**config.mk**
```make
export PLATFORM = sky130hd
export DESIGN_NAME = range_sensor_obstacle_steering_unit
export DESIGN_NICKNAME = d
export VERILOG_FILES = /design/src/hdl/rsos_pkg.sv /design/src/hdl/rsos_div.sv /design/src/hdl/range_sensor_obstacle_steering_unit.sv
export SDC_FILE = /design/constraint.sdc
export NUM_CORES = 2
export LEC_CHECK = 0
export ABC_AREA = 1
export BUFFER_PORTS_ARGS = -buffer_cell sky130_fd_sc_hd__buf_2
export CORE_ASPECT_RATIO = 1.5
export CORE_MARGIN = 5
export CORE_UTILIZATION = 50
export DETAILED_ROUTE_END_ITERATION = 6
export PLACE_DENSITY = 0.69
export SYNTH_ARGS = -nofsm -noshare
export SYNTH_HDL_FRONTEND = slang
export SYNTH_HIERARCHICAL = 1
export SYNTH_SLANG_ARGS = --single-unit
```
**constraint.sdc**
```tcl
create_clock -name clk -period 7.2 [get_ports clk]
set_input_delay 0.72 -clock clk [delete_from_list [all_inputs] [get_ports clk]]
set_output_delay 0.72 -clock clk [all_outputs]
set_load 0.05 [all_outputs]
```
**src/hdl/rsos_pkg.sv**
```systemverilog
package rsos_pkg;

  localparam int SENSORS_DEF = 8;

  localparam int IDX_W     = 3;
  localparam int DIST_W    = 16;
  localparam int YAW_W     = 16;
  localparam int VEL_W     = 24;
  localparam int CFG_W     = 16;
  localparam int CFG_IDX_W = 2;

  // Stream payload widths, padded to whole bytes.
  localparam int IN_DATA_W  = 40;
  localparam int OUT_DATA_W = 48;

  // Proximity and gain are unsigned Q1.16 values that may reach exactly 1.0.
  localparam int PROX_W     = 17;
  localparam int DIV_CNT_W  = $clog2(PROX_W);
  localparam int MUL_A_W    = 24;
  localparam int MUL_B_W    = 17;
  localparam int PROD_W     = MUL_A_W + MUL_B_W;
  localparam int EXT_W      = VEL_W + 2;

  localparam logic [0:0] OP_SAMPLE = 1'b0;
  localparam logic [0:0] OP_LOAD   = 1'b1;

  localparam logic [CFG_IDX_W-1:0] CFG_THRESHOLD = 2'd0;
  localparam logic [CFG_IDX_W-1:0] CFG_MAX_LIN   = 2'd1;
  localparam logic [CFG_IDX_W-1:0] CFG_MAX_ANG   = 2'd2;

  localparam logic [CFG_W-1:0] THRESHOLD_RST = 16'd500;
  localparam logic [CFG_W-1:0] MAX_LIN_RST   = 16'd256;
  localparam logic [CFG_W-1:0] MAX_ANG_RST   = 16'd256;

  localparam logic signed [VEL_W-1:0] VEL_ONE     = 24'sd65536;
  localparam logic signed [VEL_W-1:0] VEL_EPS     = 24'sd65;
  localparam logic signed [VEL_W-1:0] VEL_EPS_NEG = -24'sd65;
  localparam logic signed [VEL_W-1:0] VEL_MAX     = 24'sd8388607;
  localparam logic signed [VEL_W-1:0] VEL_MIN     = -24'sd8388608;
  localparam logic signed [EXT_W-1:0] EXT_ONE     = 26'sd65536;
  localparam logic signed [EXT_W-1:0] EXT_MAX     = 26'sd8388607;
  localparam logic signed [EXT_W-1:0] EXT_MIN     = -26'sd8388608;

  localparam logic [PROX_W-1:0] GAIN_ONE = 17'd65536;

  typedef enum logic [8:0] {
    ST_IDLE    = 9'b000000001,
    ST_DIV     = 9'b000000010,
    ST_MUL_GP  = 9'b000000100,
    ST_MUL_CHG = 9'b000001000,
    ST_UPD_ANG = 9'b000010000,
    ST_UPD_LIN = 9'b000100000,
    ST_OUT_LIN = 9'b001000000,
    ST_OUT_ANG = 9'b010000000,
    ST_OUT_FIN = 9'b100000000
  } state_t;

  typedef struct packed {
    logic start;
    logic [DIST_W-1:0] diff;
    logic [DIST_W-1:0] divisor;
  } div_req_t;

  function automatic logic signed [VEL_W-1:0] sat_vel(input logic signed [EXT_W-1:0] v);
    logic signed [VEL_W-1:0] r;
    if (v > EXT_MAX) begin
      r = VEL_MAX;
    end else if (v < EXT_MIN) begin
      r = VEL_MIN;
    end else begin
      r = v[VEL_W-1:0];
    end
    return r;
  endfunction

  // Sign and magnitude of a scaled command back to a saturated two's complement value.
  function automatic logic [VEL_W-1:0] sat_cmd(input logic neg, input logic [32:0] mag);
    logic [VEL_W-1:0] r;
    if (neg) begin
      if (mag > 33'd8388608) begin
        r = VEL_MIN;
      end else begin
        r = VEL_W'(-mag);
      end
    end else begin
      if (mag > 33'd8388607) begin
        r = VEL_MAX;
      end else begin
        r = VEL_W'(mag);
      end
    end
    return r;
  endfunction

endpackage

```
**src/hdl/rsos_div.sv**
```systemverilog
module rsos_div (
  input  logic                          clk,
  input  logic                          rst_n,
  input  rsos_pkg::div_req_t            req,
  output logic [rsos_pkg::PROX_W-1:0]   quot,
  output logic                          done
);
  import rsos_pkg::*;

  logic [PROX_W-1:0]    rem_r;
  logic [PROX_W-1:0]    quot_r;
  logic [DIV_CNT_W-1:0] cnt_r;
  logic                 busy_r;
  logic                 first_r;
  logic                 done_r;
  logic [PROX_W-1:0]    trial;
  logic                 fits;

  // The dividend is (diff << 16) and diff never exceeds the divisor, so the
  // quotient has only 17 bits: one compare with no shift, then 16 shifted steps.
  always_comb begin
    trial = first_r ? rem_r : {rem_r[PROX_W-2:0], 1'b0};
    fits  = trial >= {1'b0, req.divisor};
  end

  always_ff @(posedge clk) begin
    if (!rst_n) begin
      busy_r <= 1'b0;
      done_r <= 1'b0;
    end else begin
      if (req.start) begin
        busy_r <= 1'b1;
        done_r <= 1'b0;
      end else if (busy_r && cnt_r == DIV_CNT_W'(PROX_W - 1)) begin
        busy_r <= 1'b0;
        done_r <= 1'b1;
      end else begin
        done_r <= 1'b0;
      end
    end
  end

  always_ff @(posedge clk) begin
    if (req.start) begin
      rem_r   <= {1'b0, req.diff};
      quot_r  <= '0;
      cnt_r   <= '0;
      first_r <= 1'b1;
    end else if (busy_r) begin
      rem_r   <= fits ? trial - {1'b0, req.divisor} : trial;
      quot_r  <= {quot_r[PROX_W-2:0], fits};
      cnt_r   <= cnt_r + 1'b1;
      first_r <= 1'b0;
    end
  end

  assign quot = quot_r;
  assign done = done_r;

endmodule

```
**src/hdl/range_sensor_obstacle_steering_unit.sv**
```systemverilog
// Channel  Direction  Signals                                        Contents
// in       input      in_tvalid/in_tready/in_tdata/in_tuser/in_tlast  sample or yaw load
// out      output     out_tvalid/out_tready/out_tdata                 velocity commands
// cfg      input      cfg_we/cfg_index/cfg_wdata                      threshold and speeds
//
// A yaw load, or a sample above the threshold that is not last, leaves the unit idle.
// A valid-index sample at or below the threshold runs the bit-serial divider (17 steps
// and a done pulse), then two multiplies and two update steps; with a zero threshold
// the divider is skipped. A last sample adds ST_OUT_LIN, ST_OUT_ANG and ST_OUT_FIN.
// rst_n is synchronous; it resets the sequencer, the sweep and the velocities.
// A result waits in the output register, and only the next result stalls behind it.
module range_sensor_obstacle_steering_unit #(
  parameter int SENSORS = rsos_pkg::SENSORS_DEF
) (
  input  logic                               clk,
  input  logic                               rst_n,
  input  logic                               in_tvalid,
  output logic                               in_tready,
  // sensor_index [2:0], range_mm [18:3], mount_yaw [34:19], zero padding above
  input  logic [rsos_pkg::IN_DATA_W-1:0]     in_tdata,
  // opcode
  input  logic [0:0]                         in_tuser,
  input  logic                               in_tlast,
  output logic                               out_tvalid,
  input  logic                               out_tready,
  // linear_command [23:0], angular_command [47:24]
  output logic [rsos_pkg::OUT_DATA_W-1:0]    out_tdata,
  input  logic                               cfg_we,
  input  logic [rsos_pkg::CFG_IDX_W-1:0]     cfg_index,
  input  logic [rsos_pkg::CFG_W-1:0]         cfg_wdata
);
  import rsos_pkg::*;

  localparam int ADDR_W = (SENSORS > 1) ? $clog2(SENSORS) : 1;
  localparam logic [6:0] IDX_LIM = 7'(SENSORS);

  state_t state_r, state_nxt;

  logic [CFG_W-1:0] thr_r, max_lin_r, max_ang_r;
  logic             sweep_open_r;
  logic             last_r;
  logic             out_valid_r;
  logic [OUT_DATA_W-1:0] out_data_r;

  logic signed [VEL_W-1:0] lin_r, ang_r;
  logic signed [YAW_W-1:0] yaw_rd_r;
  logic [PROX_W-1:0]       prox_r;
  logic [PROD_W-1:0]       prod_r;
  logic                    prod_neg_r;
  logic [VEL_W-1:0]        lin_cmd_r;

  logic signed [YAW_W-1:0] yaw_mem [SENSORS];

  logic [IDX_W-1:0]  in_idx;
  logic [DIST_W-1:0] in_range;
  logic [YAW_W-1:0]  in_yaw;
  logic              accept, is_load, idx_ok, hit, thr_zero;
  logic [ADDR_W-1:0] yaw_addr;

  div_req_t          div_req;
  logic [PROX_W-1:0] div_quot;
  logic              div_done;

  logic [MUL_A_W-1:0] mul_a;
  logic [MUL_B_W-1:0] mul_b;
  logic [PROD_W-1:0]  mul_p;

  logic [PROX_W-1:0]       yaw_mag;
  logic signed [PROX_W-1:0] yaw_ext;
  logic [MUL_A_W-1:0]      lin_mag, ang_mag;
  logic signed [EXT_W-1:0] ang_ext, chg_mag, chg_ext, ang_upd;
  logic                    yaw_zero, ang_small, add_dir, out_free;

  assign in_idx   = in_tdata[2:0];
  assign in_range = in_tdata[18:3];
  assign in_yaw   = in_tdata[34:19];

  assign in_tready = (state_r == ST_IDLE);
  assign accept    = in_tvalid && in_tready;
  assign is_load   = (in_tuser == OP_LOAD);
  assign idx_ok    = ({4'b0, in_idx} < IDX_LIM);
  assign thr_zero  = (thr_r == '0);
  assign hit       = idx_ok && (in_range <= thr_r);
  assign yaw_addr  = ADDR_W'(in_idx);
  assign out_free  = !out_valid_r || out_tready;

  assign div_req.start   = accept && !is_load && hit && !thr_zero;
  assign div_req.diff    = thr_r - in_range;
  assign div_req.divisor = thr_r;

  rsos_div u_div (
    .clk  (clk),
    .rst_n(rst_n),
    .req  (div_req),
    .quot (div_quot),
    .done (div_done)
  );

  always_comb begin
    yaw_ext   = {yaw_rd_r[YAW_W-1], yaw_rd_r};
    yaw_mag   = yaw_rd_r[YAW_W-1] ? PROX_W'(-yaw_ext) : PROX_W'(yaw_ext);
    lin_mag   = lin_r[VEL_W-1] ? MUL_A_W'(-lin_r) : MUL_A_W'(lin_r);
    ang_mag   = ang_r[VEL_W-1] ? MUL_A_W'(-ang_r) : MUL_A_W'(ang_r);
    ang_ext   = {{2{ang_r[VEL_W-1]}}, ang_r};
    chg_mag   = {2'b00, prod_r[39:16]};
    // The change carries the sign of the linear velocity.
    chg_ext   = lin_r[VEL_W-1] ? -chg_mag : chg_mag;
    yaw_zero  = (yaw_rd_r == '0);
    ang_small = (ang_r <= VEL_EPS) && (ang_r >= VEL_EPS_NEG);
    // Negative yaw adds the change; zero yaw adds it unless ang_r is negative.
    add_dir   = yaw_rd_r[YAW_W-1] || (yaw_zero && !ang_r[VEL_W-1]);
    ang_upd   = add_dir ? ang_ext + chg_ext : ang_ext - chg_ext;
  end

  // The shared multiplier.
  always_comb begin
    mul_a = '0;
    mul_b = '0;
    case (state_r)
      ST_MUL_GP: begin
        mul_a = MUL_A_W'(GAIN_ONE - yaw_mag);
        mul_b = prox_r;
      end
      ST_MUL_CHG: begin
        mul_a = lin_mag;
        mul_b = prod_r[32:16];
      end
      ST_OUT_LIN: begin
        mul_a = lin_mag;
        mul_b = {1'b0, max_lin_r};
      end
      ST_OUT_ANG: begin
        mul_a = ang_mag;
        mul_b = {1'b0, max_ang_r};
      end
      default: begin
        mul_a = '0;
        mul_b = '0;
      end
    endcase
    mul_p = PROD_W'(mul_a) * PROD_W'(mul_b);
  end

  always_comb begin
    state_nxt = state_r;
    unique case (state_r)
      ST_IDLE: begin
        if (accept && !is_load) begin
          if (hit) begin
            state_nxt = thr_zero ? ST_MUL_GP : ST_DIV;
          end else if (in_tlast) begin
            state_nxt = ST_OUT_LIN;
          end
        end
      end
      ST_DIV: begin
        if (div_done) begin
          state_nxt = ST_MUL_GP;
        end
      end
      ST_MUL_GP:  state_nxt = ST_MUL_CHG;
      ST_MUL_CHG: state_nxt = ST_UPD_ANG;
      ST_UPD_ANG: state_nxt = ST_UPD_LIN;
      ST_UPD_LIN: state_nxt = last_r ? ST_OUT_LIN : ST_IDLE;
      ST_OUT_LIN: state_nxt = ST_OUT_ANG;
      ST_OUT_ANG: state_nxt = ST_OUT_FIN;
      ST_OUT_FIN: begin
        if (out_free) begin
          state_nxt = ST_IDLE;
        end
      end
      default: state_nxt = ST_IDLE;
    endcase
  end

  always_ff @(posedge clk) begin
    if (!rst_n) begin
      state_r      <= ST_IDLE;
      thr_r        <= THRESHOLD_RST;
      max_lin_r    <= MAX_LIN_RST;
      max_ang_r    <= MAX_ANG_RST;
      sweep_open_r <= 1'b0;
      out_valid_r  <= 1'b0;
      lin_r        <= VEL_ONE;
      ang_r        <= '0;
    end else begin
      state_r <= state_nxt;
      if (cfg_we) begin
        case (cfg_index)
          CFG_THRESHOLD: thr_r     <= cfg_wdata;
          CFG_MAX_LIN:   max_lin_r <= cfg_wdata;
          CFG_MAX_ANG:   max_ang_r <= cfg_wdata;
          default: ;
        endcase
      end
      if (accept && !is_load) begin
        sweep_open_r <= !in_tlast;
        if (!sweep_open_r) begin
          lin_r <= VEL_ONE;
          ang_r <= '0;
        end
      end
      if (state_r == ST_UPD_ANG) begin
        ang_r <= (yaw_zero && ang_small) ? '0 : sat_vel(ang_upd);
      end
      if (state_r == ST_UPD_LIN) begin
        lin_r <= sat_vel(EXT_ONE - ang_ext);
      end
      if (state_r == ST_OUT_FIN && out_free) begin
        out_valid_r <= 1'b1;
      end else if (out_tready) begin
        out_valid_r <= 1'b0;
      end
    end
  end

  // Datapath registers and the yaw table carry no reset.
  always_ff @(posedge clk) begin
    if (accept) begin
      if (is_load) begin
        if (idx_ok) begin
          yaw_mem[yaw_addr] <= in_yaw;
        end
      end else begin
        yaw_rd_r <= yaw_mem[yaw_addr];
        last_r   <= in_tlast;
        prox_r   <= '0;
      end
    end
    if (state_r == ST_DIV && div_done) begin
      prox_r <= div_quot;
    end
    case (state_r)
      ST_MUL_GP, ST_MUL_CHG: prod_r <= mul_p;
      ST_OUT_LIN: begin
        prod_r     <= mul_p;
        prod_neg_r <= lin_r[VEL_W-1];
      end
      ST_OUT_ANG: begin
        prod_r     <= mul_p;
        prod_neg_r <= ang_r[VEL_W-1];
        lin_cmd_r  <= sat_cmd(prod_neg_r, prod_r[40:8]);
      end
      default: ;
    endcase
    if (state_r == ST_OUT_FIN && out_free) begin
      out_data_r <= {sat_cmd(prod_neg_r, prod_r[40:8]), lin_cmd_r};
    end
  end

  assign out_tvalid = out_valid_r;
  assign out_tdata  = out_data_r;

endmodule
```
# After elaboration in Yosys (flattened, before gate mapping)
# Memories as Yosys holds them, arrays and structs flattened. A register that Yosys moved wholly into a read port is not among the register bits.
# Cells that the tools add are included.
# totals
mem_bits_rw	128
reg_bits	281
in_bits	65
out_inout_bits	50
n_memories	1
# memory_table
memory	depth	word_bits	rd	rd_clocked_by_memory_dff	write_ports	line	text
yaw_mem	8	16	1	1	1	range_sensor_obstacle_steering_unit.sv:52	logic signed [YAW_W-1:0] yaw_mem [SENSORS];
# op_classes
n_mux	45
reduce_logical	38
n_bitwise	2
n_addsub	12
eq_ne	19
order_cmp	10
mul	1
# ops
cell	n
24-bit 2-to-1 mux	16
17-bit 2-to-1 mux	6
9-bit one-hot mux with 9 select lines	1
24-bit negator	3
24-bit one-hot mux with 3 select lines	1
17-bit one-hot mux with 4 select lines	1
26-bit 2-to-1 mux	2
9-bit 2-to-1 mux	5
24-bit by 17-bit multiplier with 41-bit output	1
33-bit by 23-bit > comparator with 1-bit output (second input constant)	1
33-bit by 24-bit > comparator with 1-bit output (second input constant)	1
16-bit logical NOT	2
16-bit 2-to-1 mux	2
24-bit by 26-bit adder with 26-bit output	1
26-bit by 24-bit > comparator with 1-bit output (second input constant)	1
26-bit by 24-bit < comparator with 1-bit output (second input constant)	1
24-bit negator with 26-bit output	1
24-bit by 26-bit subtractor with 26-bit output	1
25-bit by 24-bit > comparator with 1-bit output (second input constant)	1
25-bit by 24-bit < comparator with 1-bit output (second input constant)	1
18-bit by 24-bit subtractor with 25-bit output (first input constant)	1
24-bit by 8-bit greater-or-equal comparator with 1-bit output (second input constant)	1
24-bit by 8-bit less-or-equal comparator with 1-bit output (second input constant)	1
17-bit by 17-bit subtractor with 18-bit output (first input constant)	1
35 further kinds	74

# Depth between registers and ports, before layout
# depth
depth_word	9
depth_mapped	43
depth_no_buf	43

# Cells and area by module
# Netlist, hierarchy kept.
# modules_own_cells
module	cells_each	area_each_um2	instances
range_sensor_obstacle_steering_unit	4030	33395.8	1
rsos_div	490	3284.4	1

# Least setup slack after synthesis
# Ideal clock, no wire load.
# synth_path
path_type	reg2reg
start	register state_r[2]
end	register prod_r[38] (data pin)
n_path_buf	2
setup_ns	0.265
t_arrival_ns	7.445
slack_ns	-0.510
path_stages_with_launch	33
path_cell_list	dfxtp_1 -> nor2_1 -> nand2_1 -> nor2_1 -> nand4_1 -> inv_1 -> clkbuf_1 -> nand2_1 -> o221ai_1 -> a21oi_1 -> inv_1 -> buf_2 -> nand2_1 -> fa_1 -> inv_1 -> fa_1 -> fa_1 -> fa_1 -> fa_1 -> inv_1 -> fa_1 -> inv_1 -> ha_1 -> nand2_1 -> inv_1 -> a21oi_1 -> o21ai_0 -> a21oi_1 -> nand2_1 -> a21o_1 -> a21boi_0 -> o21ai_0 -> xor2_1
# synth_via
elab_chain_len	4
# synth_lines
item	line	text
start, declared	range_sensor_obstacle_steering_unit.sv:37	state_t state_r, state_nxt;
start signal, assigned	range_sensor_obstacle_steering_unit.sv:187	state_r <= state_nxt;
9-bit by 7-bit equality test with 1-bit output / 9-bit by 4-bit equality test with 1-bit output (equally long branches)	range_sensor_obstacle_steering_unit.sv:119	case (state_r)
2-bit OR reduction (no line)	-	
24-bit one-hot mux with 3 select lines	range_sensor_obstacle_steering_unit.sv:119	
24-bit by 17-bit multiplier with 41-bit output *	range_sensor_obstacle_steering_unit.sv:141	mul_p = PROD_W'(mul_a) * PROD_W'(mul_b);
via mul_p[38]	range_sensor_obstacle_steering_unit.sv:66	logic [PROD_W-1:0] mul_p;
end signal, assigned	range_sensor_obstacle_steering_unit.sv:234	ST_MUL_GP, ST_MUL_CHG: prod_r <= mul_p;
end signal, assigned	range_sensor_obstacle_steering_unit.sv:236	prod_r <= mul_p;
end signal, assigned	range_sensor_obstacle_steering_unit.sv:240	prod_r <= mul_p;
end, declared	range_sensor_obstacle_steering_unit.sv:48	logic [PROD_W-1:0] prod_r;
# The timed path passes the listed nets; every way through them passes the cells marked *.
# A chain may end at the register's enable or synchronous reset.

# Worst setup path after layout
# layout_path
start	register yaw_rd_r[1] (read register of yaw_mem)
end	register prod_r[34] (data pin)
# layout_via
elab_chain_len	5
# layout_lines
item	line	text
start, declared	range_sensor_obstacle_steering_unit.sv:46	logic signed [YAW_W-1:0] yaw_rd_r;
16-bit negator with 17-bit output	range_sensor_obstacle_steering_unit.sv:101	yaw_mag = yaw_rd_r[YAW_W-1] ? PROX_W'(-yaw_ext) : PROX_W'(yaw_ext);
17-bit 2-to-1 mux *	range_sensor_obstacle_steering_unit.sv:101	
17-bit by 17-bit subtractor with 18-bit output *	range_sensor_obstacle_steering_unit.sv:121	mul_a = MUL_A_W'(GAIN_ONE - yaw_mag);
24-bit one-hot mux with 3 select lines *	range_sensor_obstacle_steering_unit.sv:119	
24-bit by 17-bit multiplier with 41-bit output *	range_sensor_obstacle_steering_unit.sv:141	
via mul_p[34]	range_sensor_obstacle_steering_unit.sv:66	
# Marked as above.

==> results by stage <==
STA:
- Final hold analysis gives a worst-case slack of 0.323 ns.
- For the pin with the worst max-slew slack, the measured transition is 1.22 ns.
- The time the worst path needs with I/O delays and setup is 7.81 ns.
- The upper clock frequency limit is 0.128 GHz.
- Setup slack on the critical path of the routed design comes to -0.611 ns.
- The total count of hold-check failures in the final report is 0.
- Dividing the final minimum period by the clock period gives 1.08.
- Setup violations remaining at the end of the flow were counted as 24.
- The final clock skew is 0.0371 ns.
- Setup repair after global routing could not meet its margin everywhere.
- In the final timing run, aggregate negative setup slack is -7.40 ns.
- The number of pins exceeding their max-slew limit in the final report is 0.
- Headroom to the max-slew limit came out at 0.183.

Worst setup path:
- For flop-to-flop paths, the worst setup slack is -0.61 ns.
- The most critical setup path has its startpoint at yaw_rd_r[1].
- The critical path ends at prod_r[34].
- The number of cells on the worst reg-to-reg path is 41.
- Of all nets on the critical path, the largest fanout is 7.
- The kind of launch point of the worst setup path is a flop.
- The path type of the worst setup path is flop to flop.
- The slowest cell on the critical path is fa_2.
- The arrival time at the worst endpoint is 8.16 ns.
- By instance count, the cell type seen most on the critical path is nand2_2.
- The launch point of the worst reg-to-reg path is yaw_rd_r[1].
- The endpoint identified for the worst register-to-register timing path is prod_r[34].
- In this design, the stage delay of the slowest critical-path cell is 0.56 ns.
- The data required time at the worst endpoint is 7.55 ns.
- The sort of element at the end of the critical path is a flop.

Layout:
- The number of inserted filler cells in the final layout is 6,157.
- The area growth from synthesis to layout is 24.4%.
- The final standard cell count with taps included and fillers excluded is 6,086.
- The number of nets in the layout is 5,707.
- The final core area utilization is 0.628.
- The share of cells above drive strength 1 is 0.227.

Floorplanning:
- The die outline area is 79,000 µm².
- The I/O pin total is 115.
- After floorplanning, the core was sized to cover 72,700 µm².
- The die is 342 µm tall.
- The width of the die is 231 µm.
- The count of standard-cell rows is 121.
- The initial cell density of the core is 0.505.

Yosys:
- The fraction of synthesis flops using an asynchronous set or reset pin is 0.
- The synthesized design contains 417 register bits.
- The most used flip-flop cell after synthesis is edfxtp_1.
- The Yosys warning count is 6.
- The sequential share of the synthesized area is 0.305.
- The number of distinct standard cells referenced by the synthesized netlist is 67.
- The mean area per synthesized cell is 8.12 µm².
- The total nets after synthesis is 5,098.
- Synthesis produced a netlist whose cell count is 4,520.
- After synthesis the cells add up to 36,700 µm².
- The count of flip-flops with a built-in enable after synthesis is 284.

Clock network:
- In this run, CTS created clock tree buffers numbering 42.
- The maximum level of the CTS H-tree is 2.
- Clock-pin slew was measured on the worst setup and hold paths at 0.06 ns.
- Counting along the longest clock path gives a buffer depth of 3.
- The cell at the root of the clock tree is clkbuf_16.
- For this design, the sink count on the clock tree is 417.
- The hold buffer count at CTS is 0.
- TritonCTS built the clock tree.
- The clock insertion delay at the later pin of the skew report is 0.63 ns.

Routing:
- The number of antenna-violating nets in the routed design is 0.
- After detailed routing, the number of vias per cell comes to 5.48.
- The number of detailed-route iterations in the first pass is 5.
- The number of vias after detailed routing is 33,381.
- After the first detailed-routing iteration, the DRC count stood at 2,262.
- The total DRC errors in the routed layout is 0.
- Summed over all layers, the routed wires come to 124,000 µm.
- Dividing the detail-routed wire length by the instance count gives 20.3 µm.

GRT:
- For this run the aggregate overflow at the end of global routing stands at 0.
- The number of antenna violations at the first check in global routing is 2.
- The total routing resource utilization after global routing is 0.304.
- The via count of the first global-routing pass was 33,823.
- Entering global routing, the biggest net connects 59 pins.
- The first global-routing pass estimated 186,000 µm of wire.

Hold path:
- The beginning of the worst hold path is in_tlast.
- The type of the worst min-delay path is input port to flop.

Place:
- The weighted congestion reported at the end of routability-driven placement is 1.04.
- The placed cell count is 5,933.
- The half-perimeter wire length after placement is 97,300 µm.
- Before CTS, the worst setup slack after placement is -0.695 ns.
- Buffers placed on the I/O ports in this run total 109.

Run status:
- The checks that failed: setup timing.
- The flow ran to the end, but the final reports show violations.

Power:
- The peak supply drop is 0.341 mV.
- The static power due to leakage is 21.6 nW.
- The power per cell area is 162 nW/µm².

Job:
- Max-cap violations in this run came to 0.
-- Yosys cell counts, drive strengths merged (2+ instances only) --
cell	number	area share
a211oi	4	0.00082
a21boi	6	0.0012
a21o	11	0.0023
a21oi	232	0.032
a221oi	17	0.0041
a22o	4	0.00096
a22oi	18	0.0037
a31oi	36	0.0061
and2	12	0.0020
buf	51	0.0087
clkbuf	76	0.0078
clkinv	12	0.0012
dfxtp	133	0.073
edfxtp	284	0.23
fa	330	0.18
ha	183	0.062
inv	853	0.087
nand2	1011	0.11
nand3	190	0.029
nand3b	11	0.0023
nand4	53	0.0094
nor2	435	0.047
nor3	68	0.010
nor4	22	0.0038
o211ai	10	0.0022
o21a	2	0.00041
o21ai	198	0.027
o21bai	8	0.0016
o221ai	14	0.0033
o22ai	35	0.0061
o2bb2ai	7	0.0017
o31ai	4	0.00082
or2	27	0.0046
xnor2	47	0.011
xor2	106	0.026
-- cells by family after synthesis --
kind of cell / count (synthesis) / synth area share
AND/OR/NAND/NOR: 1833 / 0.214
buffers and inverters: 992 / 0.105
AO/OA/AOI/OAI: 612 / 0.0963
adder cells (fa/ha/maj): 513 / 0.243
flip-flops: 417 / 0.305
XOR/XNOR: 153 / 0.0367
-- how the worst min path moves through the flow --
stage / depth (start not counted) / endpoint
floorplan: 0 / out_tdata[0]
global placement: 0 / out_tdata[8]
detailed placement: 0 / out_tdata[2]
CTS: 2 / sweep_open_r
global route: 2 / sweep_open_r
finish: 2 / sweep_open_r
-- critical path, delay by kind of cell (launching register included) --
kind / cells / cell delay [ns]
adder cells (fa/ha/maj): 7 / 3.25
AND/OR/NAND/NOR: 18 / 1.97
buffers and inverters: 10 / 1.00
AO/OA/AOI/OAI: 5 / 0.74
flip-flops: 1 / 0.41
XOR/XNOR: 1 / 0.13
-- layout make-up --
class	instances	area, µm²	area share
diodes	1	2.50	0.0000549
repair buffers	692	5390	0.118
well taps	922	1150	0.0253
clock buffers	50	1120	0.0246
clock inverters	28	343	0.00752
inverters	865	3250	0.0713
multi-input cells	3111	23200	0.508
flip-flops and latches	417	11200	0.245
-- placed cells by master, fill, tap and decap left out, types with 42 or more instances in the layout --
cell and n:
a21oi_1 181, buf_2 109, buf_4 506, buf_6 54
clkbuf_16 42, dfxtp_1 132, edfxtp_1 284, fa_1 318
ha_1 159, inv_1 792, inv_2 60, nand2_1 930
nand2_2 63, nand3_1 158, nand4_1 52, nor2_1 389
nor3_1 48, o21ai_0 162, xnor2_1 46, xor2_1 96
-- report_power, final --
| part | total, W | switching (W) | internal (W) |
|---|---|---|---|
| Combinational | 0.00218 | 0.00143 | 0.000753 |
| Sequential | 0.00292 | 0.000124 | 0.00280 |
| Clock | 0.00231 | 0.00102 | 0.00129 |
-- per-layer routing --
layer,GRT usage,up-vias,wire length [µm]
met5,0,-,0
met4,0.195,0,10500
met3,0.0408,503,7080
met2,0.561,1320,63900
met1,0.322,15938,42300
li1,-,15620,-
-- repair_timing --
item | CTS | global route
setup endpoints to repair | 25 | 30
endpoints found under the hold margin | 0 | 0
resized for setup | 210 | 204
setup buffers | 46 | 40
pin swaps | 177 | 131
-- flip-flops by register name, summed over array words and instances, names as in the netlist --
register,count
yaw_mem,128
out_tdata,48
prod_r,33
ang_r,24
lin_cmd_r,24
lin_r,24
prox_r,17
u_div/quot,17
u_div/rem_r,17
max_ang_r,16
max_lin_r,16
thr_r,16
yaw_rd_r,16
state_r,9
u_div/cnt_r,5
last_r,1
out_tvalid,1
prod_neg_r,1
sweep_open_r,1
u_div/busy_r,1
u_div/done,1
u_div/first_r,1
-- through the flow --
stage / instance area (µm²) / total power (W)
after global routing: 45600 / 0.00778
final: 45600 / 0.00741
after floorplan: 36700 / 0.00437
after global placement: 41900 / 0.00501
after CTS: 44600 / 0.00739
after detailed placement: 41900 / 0.00505
(Power assumes the default switching activity.)
